### src/hdl/gac_pkg.sv
`default_nettype none
// ----------------------------------------------------------------------------
// gac_pkg
// Shared types, constants and fixed-point helpers for the gripper admittance
// controller.
// ----------------------------------------------------------------------------
package gac_pkg;

    typedef enum logic [2:0] {
        REG_K_HARD    = 3'd0,
        REG_B_HARD    = 3'd1,
        REG_IM_HARD   = 3'd2,
        REG_K_SOFT    = 3'd3,
        REG_B_SOFT    = 3'd4,
        REG_IM_SOFT   = 3'd5,
        REG_TIME_STEP = 3'd6
    } cfg_reg_t;

    typedef enum logic [1:0] {
        CMD_NONE    = 2'd0,
        CMD_GRIP    = 2'd1,
        CMD_RELEASE = 2'd2
    } cmd_t;

    typedef enum logic [1:0] {
        ST_IDLE,
        ST_RUN,
        ST_HOLD
    } state_t;

    typedef enum logic [2:0] {
        MS_NONE,
        MS_KD,
        MS_BV,
        MS_SD,
        MS_IMF,
        MS_TA,
        MS_TV
    } mul_src_t;

    typedef logic [4:0] step_t;

    localparam step_t STEP_SETUP = 5'd0;
    localparam step_t STEP_GAIN  = 5'd1;
    localparam step_t STEP_KD    = 5'd2;
    localparam step_t STEP_BV    = 5'd3;
    localparam step_t STEP_M1    = 5'd5;
    localparam step_t STEP_SD    = 5'd6;
    localparam step_t STEP_F     = 5'd7;
    localparam step_t STEP_IMF   = 5'd8;
    localparam step_t STEP_SQ    = 5'd9;
    localparam step_t STEP_SUM   = 5'd10;
    localparam step_t STEP_TA    = 5'd11;
    localparam step_t STEP_OVER  = 5'd12;
    localparam step_t STEP_V     = 5'd14;
    localparam step_t STEP_TV    = 5'd15;
    localparam step_t STEP_GOAL  = 5'd18;
    localparam step_t STEP_DONE  = 5'd19;

    localparam logic [31:0] GAIN_ONE      = 32'h0001_0000;
    localparam logic [15:0] TIME_STEP_DEF = 16'd1311;
    localparam logic [34:0] OBJ_WIDTH_Q   = 35'd3932;
    localparam logic [31:0] TARGET_OPEN_Q = 32'd2621;
    localparam logic [38:0] HARD_RATIO    = 39'd20;
    localparam logic [63:0] THRESH_SQ     = 64'd1288490;

    typedef struct packed {
        mul_src_t iss;
        logic     ld_d;
        logic     cap_m1;
        logic     cap_sd;
        logic     cap_f;
        logic     cap_sq;
        logic     cap_v;
        logic     cap_goal;
    } lane_ctrl_t;

    typedef struct packed {
        logic cap_sum;
        logic cap_over;
        logic load;
    } merge_ctrl_t;

    function automatic logic [31:0] mag32(input logic [31:0] x);
        mag32 = x[31] ? (~x + 32'd1) : x;
    endfunction

    function automatic logic [34:0] sx35(input logic [31:0] x);
        sx35 = {{3{x[31]}}, x};
    endfunction

    function automatic logic [31:0] sat32(input logic [34:0] x);
        if (!x[34] && (x[33:31] != 3'b000)) begin
            sat32 = 32'h7FFF_FFFF;
        end
        else if (x[34] && (x[33:31] != 3'b111)) begin
            sat32 = 32'h8000_0000;
        end
        else begin
            sat32 = x[31:0];
        end
    endfunction

    function automatic logic [31:0] qround(input logic [63:0] p, input logic neg);
        logic [48:0] r;
        r = {1'b0, p[63:16]} + {48'd0, p[15]};
        if (r >= 49'h0_8000_0000) begin
            qround = neg ? 32'h8000_0000 : 32'h7FFF_FFFF;
        end
        else begin
            qround = neg ? (~r[31:0] + 32'd1) : r[31:0];
        end
    endfunction

endpackage
`default_nettype wire

### src/hdl/gac_merge.sv
`default_nettype none
// ----------------------------------------------------------------------------
// gac_merge
// Combines the two finger lanes: sums the squared spring-damper forces,
// compares against the emit threshold and holds the result payload.
// ----------------------------------------------------------------------------
module gac_merge
    import gac_pkg::*;
(
    input  wire logic        clk,
    input  wire merge_ctrl_t ctrl,
    input  wire logic [63:0] sq_left,
    input  wire logic [63:0] sq_right,
    input  wire logic [31:0] goal_left,
    input  wire logic [31:0] goal_right,
    input  wire logic [31:0] speed_left,
    input  wire logic [31:0] speed_right,
    input  wire logic        hard,
    output logic             over,
    output logic [127:0]     tdata,
    output logic [0:0]       tuser
);

    logic [63:0]  sum_reg;
    logic         over_reg;
    logic [127:0] tdata_reg;
    logic [0:0]   tuser_reg;

    always_ff @(posedge clk)
    begin
        if (ctrl.cap_sum)
        begin
            sum_reg <= sq_left + sq_right;
        end
        if (ctrl.cap_over)
        begin
            over_reg <= (sum_reg > THRESH_SQ);
        end
        if (ctrl.load)
        begin
            tdata_reg <= {speed_right, speed_left, goal_right, goal_left};
            tuser_reg <= hard;
        end
    end

    assign over  = over_reg;
    assign tdata = tdata_reg;
    assign tuser = tuser_reg;

endmodule
`default_nettype wire

### config.mk
export PLATFORM = sky130hd
export DESIGN_NAME = gac_merge
export DESIGN_NICKNAME = d
export VERILOG_FILES = /design/src/hdl/gac_pkg.sv /design/src/hdl/gac_merge.sv
export SDC_FILE = /design/constraint.sdc
export NUM_CORES = 1
export LEC_CHECK = 0
export BUFFER_PORTS_ARGS = -buffer_cell sky130_fd_sc_hd__buf_2
export CORE_MARGIN = 2
export CORE_UTILIZATION = 40
export CTS_CLUSTER_DIAMETER = 80
export DETAILED_ROUTE_END_ITERATION = 12
export GPL_TIMING_DRIVEN = 0
export PLACE_DENSITY = 0.68
export SKIP_CTS_REPAIR_TIMING = 1
export SLEW_MARGIN = 20
export SYNTH_ARGS = -nofsm -noshare
export SYNTH_HDL_FRONTEND = slang
export SYNTH_SLANG_ARGS = --single-unit
### constraint.sdc
create_clock -name clk -period 10.9 [get_ports clk]
set_clock_uncertainty 0.2 [all_clocks]
set_input_delay 1.635 -clock clk [delete_from_list [all_inputs] [get_ports clk]]
set_output_delay 1.635 -clock clk [all_outputs]
set_load 0.02 [all_outputs]
==> reports/metrics.yaml <==
route:
  viasPerCell: 5.10
  vias: 7642
  firstDrtPassIters: 5
  routed_wl_mm: 27.2
  ant_nets: 0
  drtIter0Drc: 643
  drc: 0
  wl_per_cell_um: 18.2
critical_path:
  critPathMaxStageDelay_ns: 0.49
  reg2reg_from: "sum_reg[1]$_DFFE_PP_"
  worstSetupEndpointType: "register"
  crit_chain: "buf_2 -> ha_1 -> fa_1 -> a21o_1 -> a221oi_1 -> a21o_1 -> o31a_1 -> a211oi_1 -> nand3b_1 -> a211o_1 -> a21oi_1 -> o21ai_1 -> xor2_1"
  critPathLaunchType: "primary input"
  crit_slowest_cell: "a221oi_1"
  cp.arrival_ns: 5.00
  worst_ep_required_time_ns: 10.86
  critPathMaxFanout: 4
  critical-path-top-delay-family: "compound AO/OA/AOI/OAI gates"
  crit_buf_inv: 1
  crit_start: "sq_left[0]"
  worstSetupPathType: "in2reg"
  cpMostUsedCell: "a21o_1"
timing:
  setup_viol: 0
  finalWorstSetupSlack_ns: 5.86
  tightest_slew_ns: 0.794
  fin_hold_ws_ns: 0.429
  timing.final.crit_period_ns: 5.04
  fin_crit_sh_pct: 46.2
  clock.fmax_ghz: 0.198
  slew_headroom_pct: 47.1
  drv_slew: 0
  hold_viol: 0
  grt_setup_unrepaired: "no"
  finalSetupTns_ns: 0
global_route:
  busiest_layer: "met2"
  use_met2_pct: 35.2
  overflow: 0
  antenna_found_initial: 2
  grt_use_met3_pct: 4.64
  grt_pass1_vias: 7219
  grt_first_pass_wirelength_mm: 41.0
  track_usage_pct: 21.1
  gr-usage-met1_pct: 27.1
  grt_start_max_net_pins: 83
die:
  fp.coreArea_um2: 23500
  die_x_um: 159
  rows: 56
  pin_count: 391
  dieHeight_um: 159
  die_area_um2: 25300
  start_util_pct: 40.8
placement:
  routabilityCongestion: 0.863
  place_area_um2: 12000
  hpwl_mm: 22.1
  io_buffers: 390
  place_ws_ns: 5.43
  dpl.cell_count: 1465
power_and_ir_drop:
  ir_drop_mv: 0.0857
  switching_share_pct: 28.6
  power_report.internal_total_mw: 1.41
  power_mw: 1.97
  combPwrFrac_pct: 20.6
  pwr-share-clk_pct: 31.6
  seq_power_share_pct: 47.8
  netSwitchingPower_uw: 565
  cellPowerDensity_nw_per_um2: 157
  power.leakage_nw: 5.38
logic_synthesis:
  synth_area_leaders: "edfxtp_1 (61%), ha_1 (8.2%), a21oi_1 (4.3%), xnor2_1 (3.6%), a21o_1 (2.2%)"
  synth_edf_count: 194
  syn-num-nets: 1080
  synth-seq-cells: 194
  ys_warn_count: 0
  muxShareOfSynthArea_pct: 0.208
  synth_seq_area_share_pct: 60.7
  syn_area_per_cell_um2: 12.7
  synth_ff_type: "edfxtp_1"
  yosys.cell_types.count: 53
  synthArstFlopShare_pct: 0
  synth_top_family_by_area: "compound AO/OA/AOI/OAI gates"
  netlist_instances: 755
  yosysTopAreaCell: "edfxtp_1"
  synth_xor_area_share_pct: 5.47
  syn_area_um2: 9600
  synth-compound-area-share_pct: 14.8
  synthAdderAreaFrac_pct: 8.42
  synth_top_area_share_pct: 60.7
  synth-simple-area-share_pct: 9.24
layout:
  layout_commonest_cell: "buf_2"
  largest_reg_flops: 128
  layout.cells.non_filler: 1497
  multi_input_area_um2: 3660
  final_area_um2: 12600
  antennaDiodeCount: 0
  synthToLayoutAreaGrowth_pct: 31.1
  fin_util_pct: 53.5
  nFillCells: 2095
  final_nets: 1490
  layout_common_cells: "buf_2 (388), edfxtp_1 (194), a21oi_1 (82), ha_1 (63), nand2_1 (52)"
  seq_area_um2: 5830
  layout-drive-gt1-share_pct: 36.2
clocking:
  cts_inserted_buffers: 17
  clkLatencyLatePin_ns: 0.43
  cts_root_buffer: "clkbuf_16"
  clock_path_buffers: 2
  cts_tree: "done"
  clkTransAtPathRegs_ns: 0.08
  clock-sinks: 194
  h-tree-depth: 4
worst_hold_path:
  min_from: "sum_reg[20]$_DFFE_PP_"
  hold_class: "reg2reg"
run:
  cap_violations: 0
run_status:
  status: "finished, final reports clean"
-- final timing paths --
kind                           end  slack [ns]  cells past startpoint
min                 over$_DFFE_PP_        0.43                      2
min reg2reg         over$_DFFE_PP_        0.43                      2
max reg2reg         over$_DFFE_PP_        8.51                      9
max          sum_reg[56]$_DFFE_PP_        5.86                     13
-- power groups by stage --
stage	Sequential [mW]	Clock [mW]	Combinational [mW]
2_1_floorplan	1.01	0	0.192
3_5_place_dp	0.959	0	0.407
6_report	0.942	0.623	0.407
5_1_grt	0.950	0.670	0.446
4_1_cts	0.943	0.639	0.409
3_3_place_gp	0.959	0	0.401
-- metal layers --
metal	part of all wire, %	vias to the layer above
li1	-	3745
met1	43	3567
met2	48	289
met3	5.8	37
met4	2.8	4
met5	0.099	-
-- kinds of logic after synthesis --
logic type,Yosys count
compound gates,225
flops,194
simple gates,179
fa+ha+maj,64
xor+xnor,60
buf+inv,31
mux,2
-- cell usage after synthesis, types with 2 or more instances --
master / instances
nand2b_1: 4
and2_1: 5
nand3b_1: 2
a211o_1: 4
nand3_1: 17
a221oi_1: 2
a21oi_1: 82
a21boi_0: 2
o21bai_1: 14
nor2_1: 36
nor3_1: 6
o21ai_0: 41
o31a_1: 2
xnor2_1: 40
and3_1: 10
o21ai_1: 10
ha_1: 63
nor4b_1: 2
o31ai_1: 4
nand2_1: 52
nand4_1: 17
a21o_1: 28
clkbuf_1: 16
inv_1: 15
o21a_1: 4
xor2_1: 20
a2111oi_0: 3
nor2b_1: 8
edfxtp_1: 194
or3_1: 3
a211oi_1: 3
a41oi_1: 3
a31oi_1: 7
a311oi_1: 3
mux2i_1: 2
and4_1: 2
nor4_1: 13
-- cell type report --
cell class	count	share of cell area, %
flip-flops and latches	194	46.3
repair buffers	391	15.8
well taps	319	3.17
multi-input cells	530	29.1
plain buffers	16	0.477
clock buffers	18	3.41
clock inverters	14	1.33
inverters	15	0.447
-- tightest hold or removal path, stage by stage (launching register included) --
cell and delay [ns]:
edfxtp_1 0.33, o31ai_1 0.07, nand2_1 0.11
(Power assumes the default switching activity.)
