**config.mk**
```make
export PLATFORM = sky130hd
export DESIGN_NAME = gac_lane
export DESIGN_NICKNAME = d
export VERILOG_FILES = /design/src/hdl/gac_pkg.sv /design/src/hdl/gac_lane.sv
export SDC_FILE = /design/constraint.sdc
export NUM_CORES = 2
export LEC_CHECK = 0
export BUFFER_PORTS_ARGS = -buffer_cell sky130_fd_sc_hd__buf_2
export CAP_MARGIN = 10
export CORE_UTILIZATION = 50
export DETAILED_ROUTE_END_ITERATION = 10
export PLACE_DENSITY = 0.8
export SETUP_SLACK_MARGIN = 0.02
export SLEW_MARGIN = 20
export SYNTH_ARGS = -nofsm -noshare
export SYNTH_HDL_FRONTEND = slang
export SYNTH_SLANG_ARGS = --single-unit
```
**constraint.sdc**
```tcl
create_clock -name clk -period 7 [get_ports clk]
set_clock_uncertainty 0.05 [all_clocks]
set_input_delay 0.7 -clock clk [delete_from_list [all_inputs] [get_ports clk]]
set_output_delay 0.7 -clock clk [all_outputs]
set_load 0.05 [all_outputs]
```
**src/hdl/gac_pkg.sv**
```systemverilog
`default_nettype none
// ----------------------------------------------------------------------------
// gac_pkg
// Shared types, constants and fixed-point helpers for the gripper admittance
// controller.
// ----------------------------------------------------------------------------
package gac_pkg;

    typedef enum logic [2:0] {
        REG_K_HARD    = 3'd0,
        REG_B_HARD    = 3'd1,
        REG_IM_HARD   = 3'd2,
        REG_K_SOFT    = 3'd3,
        REG_B_SOFT    = 3'd4,
        REG_IM_SOFT   = 3'd5,
        REG_TIME_STEP = 3'd6
    } cfg_reg_t;

    typedef enum logic [1:0] {
        CMD_NONE    = 2'd0,
        CMD_GRIP    = 2'd1,
        CMD_RELEASE = 2'd2
    } cmd_t;

    typedef enum logic [1:0] {
        ST_IDLE,
        ST_RUN,
        ST_HOLD
    } state_t;

    typedef enum logic [2:0] {
        MS_NONE,
        MS_KD,
        MS_BV,
        MS_SD,
        MS_IMF,
        MS_TA,
        MS_TV
    } mul_src_t;

    typedef logic [4:0] step_t;

    localparam step_t STEP_SETUP = 5'd0;
    localparam step_t STEP_GAIN  = 5'd1;
    localparam step_t STEP_KD    = 5'd2;
    localparam step_t STEP_BV    = 5'd3;
    localparam step_t STEP_M1    = 5'd5;
    localparam step_t STEP_SD    = 5'd6;
    localparam step_t STEP_F     = 5'd7;
    localparam step_t STEP_IMF   = 5'd8;
    localparam step_t STEP_SQ    = 5'd9;
    localparam step_t STEP_SUM   = 5'd10;
    localparam step_t STEP_TA    = 5'd11;
    localparam step_t STEP_OVER  = 5'd12;
    localparam step_t STEP_V     = 5'd14;
    localparam step_t STEP_TV    = 5'd15;
    localparam step_t STEP_GOAL  = 5'd18;
    localparam step_t STEP_DONE  = 5'd19;

    localparam logic [31:0] GAIN_ONE      = 32'h0001_0000;
    localparam logic [15:0] TIME_STEP_DEF = 16'd1311;
    localparam logic [34:0] OBJ_WIDTH_Q   = 35'd3932;
    localparam logic [31:0] TARGET_OPEN_Q = 32'd2621;
    localparam logic [38:0] HARD_RATIO    = 39'd20;
    localparam logic [63:0] THRESH_SQ     = 64'd1288490;

    typedef struct packed {
        mul_src_t iss;
        logic     ld_d;
        logic     cap_m1;
        logic     cap_sd;
        logic     cap_f;
        logic     cap_sq;
        logic     cap_v;
        logic     cap_goal;
    } lane_ctrl_t;

    typedef struct packed {
        logic cap_sum;
        logic cap_over;
        logic load;
    } merge_ctrl_t;

    function automatic logic [31:0] mag32(input logic [31:0] x);
        mag32 = x[31] ? (~x + 32'd1) : x;
    endfunction

    function automatic logic [34:0] sx35(input logic [31:0] x);
        sx35 = {{3{x[31]}}, x};
    endfunction

    function automatic logic [31:0] sat32(input logic [34:0] x);
        if (!x[34] && (x[33:31] != 3'b000)) begin
            sat32 = 32'h7FFF_FFFF;
        end
        else if (x[34] && (x[33:31] != 3'b111)) begin
            sat32 = 32'h8000_0000;
        end
        else begin
            sat32 = x[31:0];
        end
    endfunction

    function automatic logic [31:0] qround(input logic [63:0] p, input logic neg);
        logic [48:0] r;
        r = {1'b0, p[63:16]} + {48'd0, p[15]};
        if (r >= 49'h0_8000_0000) begin
            qround = neg ? 32'h8000_0000 : 32'h7FFF_FFFF;
        end
        else begin
            qround = neg ? (~r[31:0] + 32'd1) : r[31:0];
        end
    endfunction

endpackage
`default_nettype wire

```
**src/hdl/gac_lane.sv**
```systemverilog
`default_nettype none
// ----------------------------------------------------------------------------
// gac_lane
// Admittance step for one finger: one shared 32x32 multiplier is sequenced
// through the spring, damper, squared-force, mass and integration products.
// ----------------------------------------------------------------------------
module gac_lane
    import gac_pkg::*;
(
    input  wire logic        clk,
    input  wire logic        rst_n,
    input  wire lane_ctrl_t  ctrl,
    input  wire logic [31:0] target,
    input  wire logic [31:0] pos,
    input  wire logic [31:0] eff,
    input  wire logic [31:0] k_gain,
    input  wire logic [31:0] b_gain,
    input  wire logic [31:0] im_gain,
    input  wire logic [15:0] t_step,
    output logic [31:0]      goal,
    output logic [31:0]      vel,
    output logic [63:0]      sq
);

    logic [31:0] d_reg;
    logic [31:0] m1_reg;
    logic [31:0] sd_reg;
    logic [31:0] f_reg;
    logic [31:0] goal_reg;
    logic [31:0] vel_reg;
    logic [63:0] sq_reg;
    logic [31:0] op_a_reg;
    logic [31:0] op_b_reg;
    logic        op_neg_reg;
    logic [63:0] prod_reg;
    logic        prod_neg_reg;
    logic [31:0] rq_reg;

    logic [31:0] op_a_next;
    logic [31:0] op_b_next;
    logic        op_neg_next;

    always_comb
    begin
        op_a_next   = '0;
        op_b_next   = '0;
        op_neg_next = 1'b0;
        unique case (ctrl.iss)
            MS_KD:
            begin
                op_a_next   = k_gain;
                op_b_next   = mag32(d_reg);
                op_neg_next = d_reg[31];
            end
            MS_BV:
            begin
                op_a_next   = b_gain;
                op_b_next   = mag32(vel_reg);
                op_neg_next = vel_reg[31];
            end
            MS_SD:
            begin
                op_a_next   = mag32(sd_reg);
                op_b_next   = mag32(sd_reg);
            end
            MS_IMF:
            begin
                op_a_next   = im_gain;
                op_b_next   = mag32(f_reg);
                op_neg_next = f_reg[31];
            end
            MS_TA:
            begin
                op_a_next   = {16'd0, t_step};
                op_b_next   = mag32(rq_reg);
                op_neg_next = rq_reg[31];
            end
            MS_TV:
            begin
                op_a_next   = {16'd0, t_step};
                op_b_next   = mag32(vel_reg);
                op_neg_next = vel_reg[31];
            end
            default:
            begin
                op_a_next   = '0;
            end
        endcase
    end

    always_ff @(posedge clk)
    begin
        op_a_reg     <= op_a_next;
        op_b_reg     <= op_b_next;
        op_neg_reg   <= op_neg_next;
        prod_reg     <= op_a_reg * op_b_reg;
        prod_neg_reg <= op_neg_reg;
        rq_reg       <= qround(prod_reg, prod_neg_reg);
        if (ctrl.ld_d)
        begin
            d_reg <= sat32(sx35(pos) - sx35(target));
        end
        if (ctrl.cap_m1)
        begin
            m1_reg <= rq_reg;
        end
        if (ctrl.cap_sd)
        begin
            sd_reg <= sat32(35'd0 - sx35(m1_reg) - sx35(rq_reg));
        end
        if (ctrl.cap_f)
        begin
            f_reg <= sat32(sx35(sd_reg) - sx35(eff));
        end
        if (ctrl.cap_sq)
        begin
            sq_reg <= prod_reg;
        end
        if (ctrl.cap_goal)
        begin
            goal_reg <= sat32(sx35(pos) + sx35(rq_reg));
        end
    end

    always_ff @(posedge clk or negedge rst_n)
    begin
        if (!rst_n)
        begin
            vel_reg <= '0;
        end
        else if (ctrl.cap_v)
        begin
            vel_reg <= sat32(sx35(vel_reg) + sx35(rq_reg));
        end
    end

    assign goal = goal_reg;
    assign vel  = vel_reg;
    assign sq   = sq_reg;

endmodule
`default_nettype wire

```
==> results.json <==
{
  "final_layout_size_suffix_gt1_frac": 0.157,
  "worstPathArrival_ns": 8.17,
  "final_common_cell": "inv_1",
  "wl_per_cell_um": 23.1,
  "critPathKind": "reg2reg",
  "met3_length_um": 26200,
  "relSlewSlack": 0.244,
  "max_freq_ghz": 0.131,
  "cts.sinks": 418,
  "cts_tree": "yes",
  "area_delta_synth_final_pct": 16.2,
  "dr.pass1.iters": 8,
  "num_rows": 128,
  "die_y_um": 353,
  "start_util": 0.505,
  "clk_pin_slew_ns": 0.07,
  "htreeDepth": 2,
  "nNetsFinal": 8889,
  "startpoint_type": "register",
  "cts_buffers": 51,
  "wl_met2_um": 90400,
  "rsz0062_at_grt": "true",
  "place_congestion": 1.02,
  "grt_usage": 0.329,
  "wl_met1_um": 78900,
  "holdBufCountCts": 0,
  "antenna_found_initial": 20,
  "ant_nets": 0,
  "io_buffers": 347,
  "hold_class": "in2async",
  "ys_seq_elements": 418,
  "critical_path_buf_inv_count": 8,
  "vias": 52849,
  "fin_crit_sh": 1.09,
  "fin_util": 0.586,
  "insertion_delay_ns": 0.67,
  "seq_area_frac_synth": 0.175,
  "drc": 0,
  "synth_nets": 8376,
  "viasPerCell": 5.88,
  "ys_async_sr_fraction": 0.0766,
  "worst_setup_path_end_kind": "register",
  "setup_ws_ns": -0.644,
  "grt_pass1_vias": 53630,
  "final-setup-viol-count": 34,
  "fin_crit_ns": 7.64,
  "cp_top_family": "adder cells",
  "drt-total-wl_um": 207000,
  "clock_path_buffers": 3,
  "grt_first_pass_wirelength_um": 316000,
  "yosysWarnings": 0,
  "drt_first_iter_violations": 5246,
  "synth_area_per_cell_um2": 9.06,
  "synthCells": 6792,
  "dp_hpwl_um": 164000,
  "report.final.hold_viol_count": 0,
  "crit_path_max_incr_delay_ns": 0.57,
  "cp_max_fo": 8,
  "io_pins": 348,
  "cts_root_buf": "clkbuf_16",
  "critPathRequiredTime_ns": 7.52,
  "status": "complete, but fails checks",
  "synth.cell_area_um2": 61500,
  "cap_violations": 0,
  "synth.distinct_cells": 83,
  "final_cell_mix": "1086 x inv_1, 880 x fa_1, 708 x nand2_1",
  "crit_slowest_cell": "fa_1",
  "slew_violations": 0,
  "grt_max_degree": 52,
  "dieArea_um2": 124000,
  "cp_common_cell": "fa_1",
  "dp_slack_ns": -0.963,
  "synth_top_flop_cell": "edfxtp_1",
  "top_layer_used": "met5",
  "core_area_um2": 122000,
  "die_w_um": 353,
  "grt_overflow_total": 0,
  "violations": "negative setup slack",
  "synth_edf_count": 224,
  "tightest_slew_ns": 1.13
}
layout make-up:
cell class                      instances  area (µm²)
Clock inverter                         32         292
Sequential cell                       418       10800
Inverter                             1115        4190
Multi-Input combinational cell       4909       46300
Antenna cell                            9        22.5
Clock buffer                           63        1450
Fill cell                            9921       50400
Tap cell                             1625        2030
Timing Repair Buffer                  810        6360
timing repair:
| action | in CTS | in global routing |
|---|---|---|
| setup buffers | 39 | 27 |
| endpoints found under the setup margin | 37 | 39 |
| resized for setup | 200 | 103 |
| pin swaps | 100 | 91 |
| cloned | 7 | 1 |
kinds of logic (layout without fill, tap and decap cells):
kind of cell,after synthesis,after routing,synth area share
adder cells (fa/ha/maj),1398,1398,0.393
AND/OR/NAND/NOR,1953,1953,0.162
flip-flops,418,418,0.175
other,0,9,0
buffers and inverters,1465,2020,0.0896
XOR/XNOR,374,374,0.0533
AO/OA/AOI/OAI,1159,1159,0.123
multiplexers,25,25,0.00415
worst register-to-register path, delay by kind of cell (launching register included):
family | cells | cell delay (ns)
AOI/OAI and AO/OA | 8 | 1.46
buffers and inverters | 8 | 0.84
DFF | 1 | 0.39
and+or+nand+nor | 2 | 0.36
adders and majority gates | 9 | 4.33
xor gates and xnor gates | 1 | 0.13
Yosys cell counts, types with 30 or more instances:
master | count | share of area
a21o_1 | 104 | 0.013
a21oi_1 | 267 | 0.022
a22oi_1 | 39 | 0.0048
a31oi_1 | 38 | 0.0039
and2_1 | 590 | 0.060
and3_1 | 34 | 0.0035
clkbuf_1 | 332 | 0.020
dfrtp_1 | 32 | 0.013
dfxtp_1 | 162 | 0.053
edfxtp_1 | 224 | 0.11
fa_1 | 901 | 0.29
ha_1 | 463 | 0.094
inv_1 | 1114 | 0.068
maj3_1 | 34 | 0.0055
nand2_1 | 713 | 0.044
nand2b_1 | 45 | 0.0046
nand3_1 | 85 | 0.0069
nand4_1 | 55 | 0.0056
nor2_1 | 194 | 0.012
nor2b_1 | 39 | 0.0040
nor3_1 | 57 | 0.0046
o211ai_1 | 30 | 0.0037
o21a_1 | 35 | 0.0043
o21ai_0 | 255 | 0.021
o21bai_1 | 31 | 0.0038
o22ai_1 | 68 | 0.0069
o31ai_1 | 61 | 0.0074
o41ai_1 | 32 | 0.0046
xnor2_1 | 244 | 0.035
xor2_1 | 130 | 0.019
per-layer routing:
layer	track usage	up-vias
met3	0.104	584
li1	-	23171
met5	0	-
met4	0.149	24
met1	0.427	26082
met2	0.503	2988
per-stage QoR:
step / std cells / hold WS, ns / instance area (µm²) / setup TNS, ns
finish: 8981 / 0.0794 / 71500 / -10.88
global route: 8974 / 0.135 / 71400 / -16.57
CTS: 8954 / 0.0829 / 70800 / -6.03
detailed placement: 8815 / 0.266 / 67800 / -13.49
global placement: 8815 / 0.265 / 67800 / -11.88
floorplan: 6792 / 0.260 / 61600 / 0
final timing paths:
kind | from | end | slack, ns | depth (start not counted)
max in group asynchronous | rst_n | vel[14] | 6.31 | 1
min in group clk | k_gain[29] | op_a_reg[29] | 0.21 | 3
hold / removal | rst_n | vel[28] | 0.08 | 1
setup / recovery | op_a_reg[16] | prod_reg[60] | -0.64 | 28
hold reg to reg | op_neg_reg | prod_neg_reg | 0.28 | 0
setup reg to reg | op_a_reg[16] | prod_reg[60] | -0.64 | 28
Power is not shown: default switching activity piles up to over one toggle a cycle in this logic, so the estimate is an artifact.
